## src/hw/rtl/tct_pkg.sv

```systemverilog
// Package for the task control table: codes, types and sizing constants.
`default_nettype none
package tct_pkg;
    localparam int unsigned SlotCountDef = 256;
    localparam logic [30:0] IdentLimit = 31'h7FFF_FFFF;

    typedef enum logic [3:0] {
        ACT_CLEAR    = 4'd0,
        ACT_REGISTER = 4'd1,
        ACT_RUN      = 4'd2,
        ACT_YIELD    = 4'd3,
        ACT_DORMANT  = 4'd4,
        ACT_WAIT     = 4'd5,
        ACT_WAKE     = 4'd6,
        ACT_BY_ID    = 4'd7,
        ACT_BY_INDEX = 4'd8,
        ACT_FIND     = 4'd9
    } t_action;

    typedef enum logic [2:0] {
        ST_UNUSED  = 3'd0,
        ST_DORMANT = 3'd1,
        ST_READY   = 3'd2,
        ST_RUNNING = 3'd3,
        ST_WAITING = 3'd4
    } t_slot_state;

    typedef enum logic [2:0] {
        RS_OK        = 3'd0,
        RS_INVALID   = 3'd1,
        RS_FULL      = 3'd2,
        RS_EXHAUSTED = 3'd3,
        RS_NOT_FOUND = 3'd4,
        RS_BAD_STATE = 3'd5
    } t_status;

    typedef enum logic [2:0] {
        SQ_IDLE, SQ_CLEAR, SQ_SCAN, SQ_READ, SQ_WRITE, SQ_SUM, SQ_DONE
    } t_seq;

    // Scan match kinds for the shared compare unit
    typedef enum logic [1:0] {
        MK_FREE, MK_IDENT, MK_WAITER
    } t_match;

    // One slot record as it sits in the store
    typedef struct packed {
        logic [2:0]  state;
        logic [30:0] ident;
        logic [7:0]  prio;
        logic [15:0] wait_sem;
        logic [63:0] entry;
        logic [63:0] stk_base;
        logic [63:0] stk_size;
    } t_record;
endpackage
`default_nettype wire

```

## src/hw/rtl/tct_match.sv

```systemverilog
// Shared compare unit: decides whether a record hits the current search.
`default_nettype none
module tct_match (
    input  wire tct_pkg::t_match  i_kind,
    input  wire tct_pkg::t_record i_rec,
    input  wire logic [30:0]      i_ident,
    input  wire logic [15:0]      i_sem,
    output logic                  o_hit
);
    import tct_pkg::*;

    // Compare one record against the key
    always_comb begin
        case (i_kind)
            MK_FREE:   o_hit = (i_rec.state == ST_UNUSED);
            MK_IDENT:  o_hit = (i_rec.state != ST_UNUSED) && (i_rec.ident == i_ident);
            MK_WAITER: o_hit = (i_rec.state == ST_WAITING) && (i_rec.wait_sem == i_sem);
            default:   o_hit = 1'b0;
        endcase
    end
endmodule
`default_nettype wire

```

## config.mk

```make
export PLATFORM = sky130hd
export DESIGN_NAME = tct_match
export DESIGN_NICKNAME = d
export VERILOG_FILES = /design/src/hw/rtl/tct_pkg.sv /design/src/hw/rtl/tct_match.sv
export SDC_FILE = /design/constraint.sdc
export NUM_CORES = 1
export LEC_CHECK = 0
export BUFFER_PORTS_ARGS = -buffer_cell sky130_fd_sc_hd__buf_2
export CAP_MARGIN = 5
export CELL_PAD_IN_SITES_DETAIL_PLACEMENT = 0
export CELL_PAD_IN_SITES_GLOBAL_PLACEMENT = 2
export CORE_AREA = 10 10 107 109
export DETAILED_ROUTE_END_ITERATION = 10
export DIE_AREA = 0 0 117 119
export GPL_TIMING_DRIVEN = 0
export PLACE_DENSITY_LB_ADDON = 0.1
export SETUP_SLACK_MARGIN = 0.5
export SLEW_MARGIN = 15
export SYNTH_ARGS = -nofsm -noshare
export SYNTH_HDL_FRONTEND = slang
export SYNTH_SLANG_ARGS = --single-unit
```

## constraint.sdc

```tcl
create_clock -name vclk -period 1.14
set_input_delay 0.057 -clock vclk [all_inputs]
set_output_delay 0.057 -clock vclk [all_outputs]
set_load 0.02 [all_outputs]
```

# Yosys cells after proc, flatten, opt, wreduce, memory -nomap -nowiden
# Index checks and enable logic that the tools add are counted.
[word_totals] register_bits=0 latch_bits=0 n_memories=0 out_inout_bits=1 mem_bits_ro=0 ram_bits=0 wordCells=11
[classes] n_addsub=0 n_div=0 n_mul=0 mux=1 n_lt_le_gt_ge=0 n_eq_ne=5 n_reduce_logical=5 n_shift=0 bitwise=0
[op_table] cell="$eq 31x31->1" count=1
[op_table] cell="$eq 16x16->1" count=1
[op_table] cell="$eq 3x3->1 const B" count=1
[op_table] cell="$logic_not 3->1" count=1
[op_table] cell="$pmux 1 s3" count=1
[op_table] cell="$reduce_bool 3->1" count=1
[op_table] cell="$eq 2x1->1 const B" count=1
[op_table] cell="$eq 2x2->1 const B" count=1
[op_table] cell="$logic_and 1x1->1" count=2
[op_table] cell="$logic_not 2->1" count=1

# Logic depth before layout (Yosys ltp)
[logic_depth] depth_word=3 mapped_depth=5 ltp_nobuf=5

# Worst setup path before layout
# OpenSTA, ideal clock, no wires.
[synth_timing] path_kind="input to output" from="input port i_ident[24]" to="output port o_hit" arrival_time_ns=1.035 required_ns=1.083 setup_slack_ns=0.048 path_stages=5 n_path_buf=0 cell_sequence="xor2_1 > nor4_2 > nand4_1 > nor4_1 > a211o_1"
[synth_between] elab_chain_len=3
[synth_rtl] element="from (decl)" line_no="tct_match.sv:6" rtl="input wire logic [30:0] i_ident,"
[synth_rtl] element="$eq 31x31->1" line_no="tct_match.sv:16" rtl="MK_IDENT: o_hit = (i_rec.state != ST_UNUSED) && (i_rec.ident == i_ident);"
[synth_rtl] element="$logic_and 1x1->1" line_no="tct_match.sv:16"
[synth_rtl] element="$pmux 1 s3" line_no="tct_match.sv:14" rtl="case (i_kind)"
[synth_rtl] element="to (decl)" line_no="tct_match.sv:8" rtl="output logic o_hit"
# Every way passes these cells.

# Worst setup path after layout
[layout_timing] from="input port i_ident[14]" to="output port o_hit"
# The elaborated chain is that of the path after synthesis.

==> metrics <==
gr ovfl total=0; Seq/Total Area, Yosys=0%; CP max stage delay=~0.32 ns; starting density of the core=between 6 and 7%; Slew Limit Headroom=73.80%; post-route minimum period=1.378 ns; Syn. warnings=0; unrepaired setup endpoints after global routing=yes; Die Height=119 µm; status=complete, but fails checks; post-CTS setup buffer count=0; library cells used by synthesis=11; NumNets Final=469; Fillers=roughly 1,100; most frequent cells after synthesis=32 x xor2_1, 15 x xnor2_1, 6 x nor4_1, 5 x nand4_1, 4 x nor4_2; Mapped Cells=68; GR Util met2=8.160%; Residual DRC=0; WS Path Type=in2out; slowest cell on the critical path=nor4_1; GR Util met3=under 10%; Compound-Gate Fraction of Synth Area=3.077%; CP Capture Type=output pin; xor and xnor area share after synthesis=72.31%; main combinational cell family by area after synthesis=XOR/XNOR gates; maximum VDD drop=roughly 0.085 mV; Die Width=roughly 120 µm; largest net degree at the start of global routing=4; CP cell instances=buf_2, xor2_1, nor4_1, nand4b_1, nor4_2, a211o_1, buf_6; routability cong.=0.6583; via count=~850; Total Wirelength=3704 µm; Max Slew Vio Count=0; Synth Area per Inst=around 8.4 µm²; layout clock buffer count=0; met1 Use GR=5.925%; Fmax=0.7258 GHz; first-pass GRT wire length=5319 µm; area of the core=9459 µm²; Max-Cap Viols=0; Rows=36; area of the die=approximately 14,000 µm²; Min-Delay Path Class=in2out; GRT Overall Usage=4.712%; mux cell area share after synthesis=0%; Finished Layout Cells=282; final core utilization=between 10% and 20%; Simple-Gate Fraction of Synth Area=24.62%; Pre-antenna DRT Iters=2; synth top area cells=xor2_1 49%, xnor2_1 23%, nor4_2 8.8%, nor4_1 6.6%, nand4_1 5.5%; post-route ant nets=0; Via density=3.025; CP startpoint kind=primary input; arrival time worst endpoint=1.32 ns; I/O pin count=300; 1st-iter DRT viols=7; share of layout cells above drive strength 1=about 65%; count leader, synth=xor2_1; Pleak=~0.00059 µW; fin crit share=120.9%; Crit Path Max Fanout=1; cell taking the most area after synthesis=xor2_1; P&R area growth vs syn=122.4%; Hold Vio Cnt, Final=0; failing checks=setup timing; hold buffer count at cts=0; synthesized-area fraction occupied by adder cells=0%; n_diodes=0; Multi-input gate area=between 600 and 700 µm²; final HPWL from detailed placement=3633 µm; initial antenna violation count=0; Reg area=0 µm²; Inst Count DP=282; data required time of the critical path=approximately 1.1 ns; Synth Cell Area=569.3 µm²; Routed wire per std cell=13.13 µm; post-synth top area share=between 40% and 50%; setup slack after layout=-0.2378 ns; vias in the first global route=994; I/O Buffers=100; measured slew at the worst slew-check pin=slightly below 0.4 ns; Mapped Nets=around 370; layer with the highest usage=met2; setup_tns=-0.2378 ns; seq_cells=0; P per Cell Area=304.8 nW/µm²; final setup vio count=1
-- final timing paths --
| kind | startpoint | to | slack, ns | depth (start not counted) |
|---|---|---|---|---|
| worst max-delay path | i_ident[14] | o_hit | -0.24 | 7 |
| worst min-delay path | i_rec[249] | o_hit | 0.57 | 4 |
-- critical path, delay by kind of cell --
kind | cells | cell delay, ns
XOR/XNOR | 1 | 0.15
AO/OA/AOI/OAI | 1 | 0.15
buffers and inverters | 2 | 0.22
AND/OR/NAND/NOR | 3 | 0.74
-- cells by family after synthesis --
logic type	after synthesis
AND/OR/NAND/NOR	19
AO/OA/AOI/OAI	2
XOR/XNOR	47
-- through the flow --
stage / power (µW) / hold slack [ns] / cell area, µm² / worst slack [ns]
2_1_floorplan: 147.1 / 0.4043 / 569.3 / 0.08025
3_3_place_gp: 361.9 / 0.6064 / 1212 / -0.4340
3_5_place_dp: 370.2 / 0.6059 / 1212 / -0.4327
4_1_cts: 386.0 / 0.5764 / 1247 / -0.3459
5_1_grt: 432.0 / 0.6043 / 1266 / -0.3407
6_report: 385.9 / 0.5655 / 1266 / -0.2378
-- cell type report --
| cell class | count | area share [%] |
|---|---|---|
| tap | 114 | 11.26 |
| timing repair buffer | 100 | 40.51 |
| multi-input combinational | 68 | 48.22 |
-- metal layers --
layer / up-vias / share of wire [%]
met5: - / 0
met3: 0 / 10
met2: 56 / 48
met4: 0 / 0
met1: 356 / 41
li1: 441 / -
-- cells in the final DEF (no fill, tap or decap), types with 2 or more instances in the layout --
cell type and count:
nor4_2 7, buf_2 98, xor2_1 31, nor4_1 2, buf_6 2, xnor2_1 15, nand4_1 5
-- power by group --
| part | leakage [µW] | total [µW] | switching [µW] | internal (µW) |
|---|---|---|---|---|
| Sequential | 0 | 0 | 0 | 0 |
| Clock | 0 | 0 | 0 | 0 |
| Combinational | 0.000592 | 386 | 164 | 222 |
| Total | 0.000592 | 386 | 164 | 222 |
-- repair_timing --
item,4_1_cts,5_1_grt
pin swaps,5,5
resized for setup,6,3
cloned,0,0
setup endpoints to repair,1,1
No activity file was read; power rests on OpenSTA's default activity.
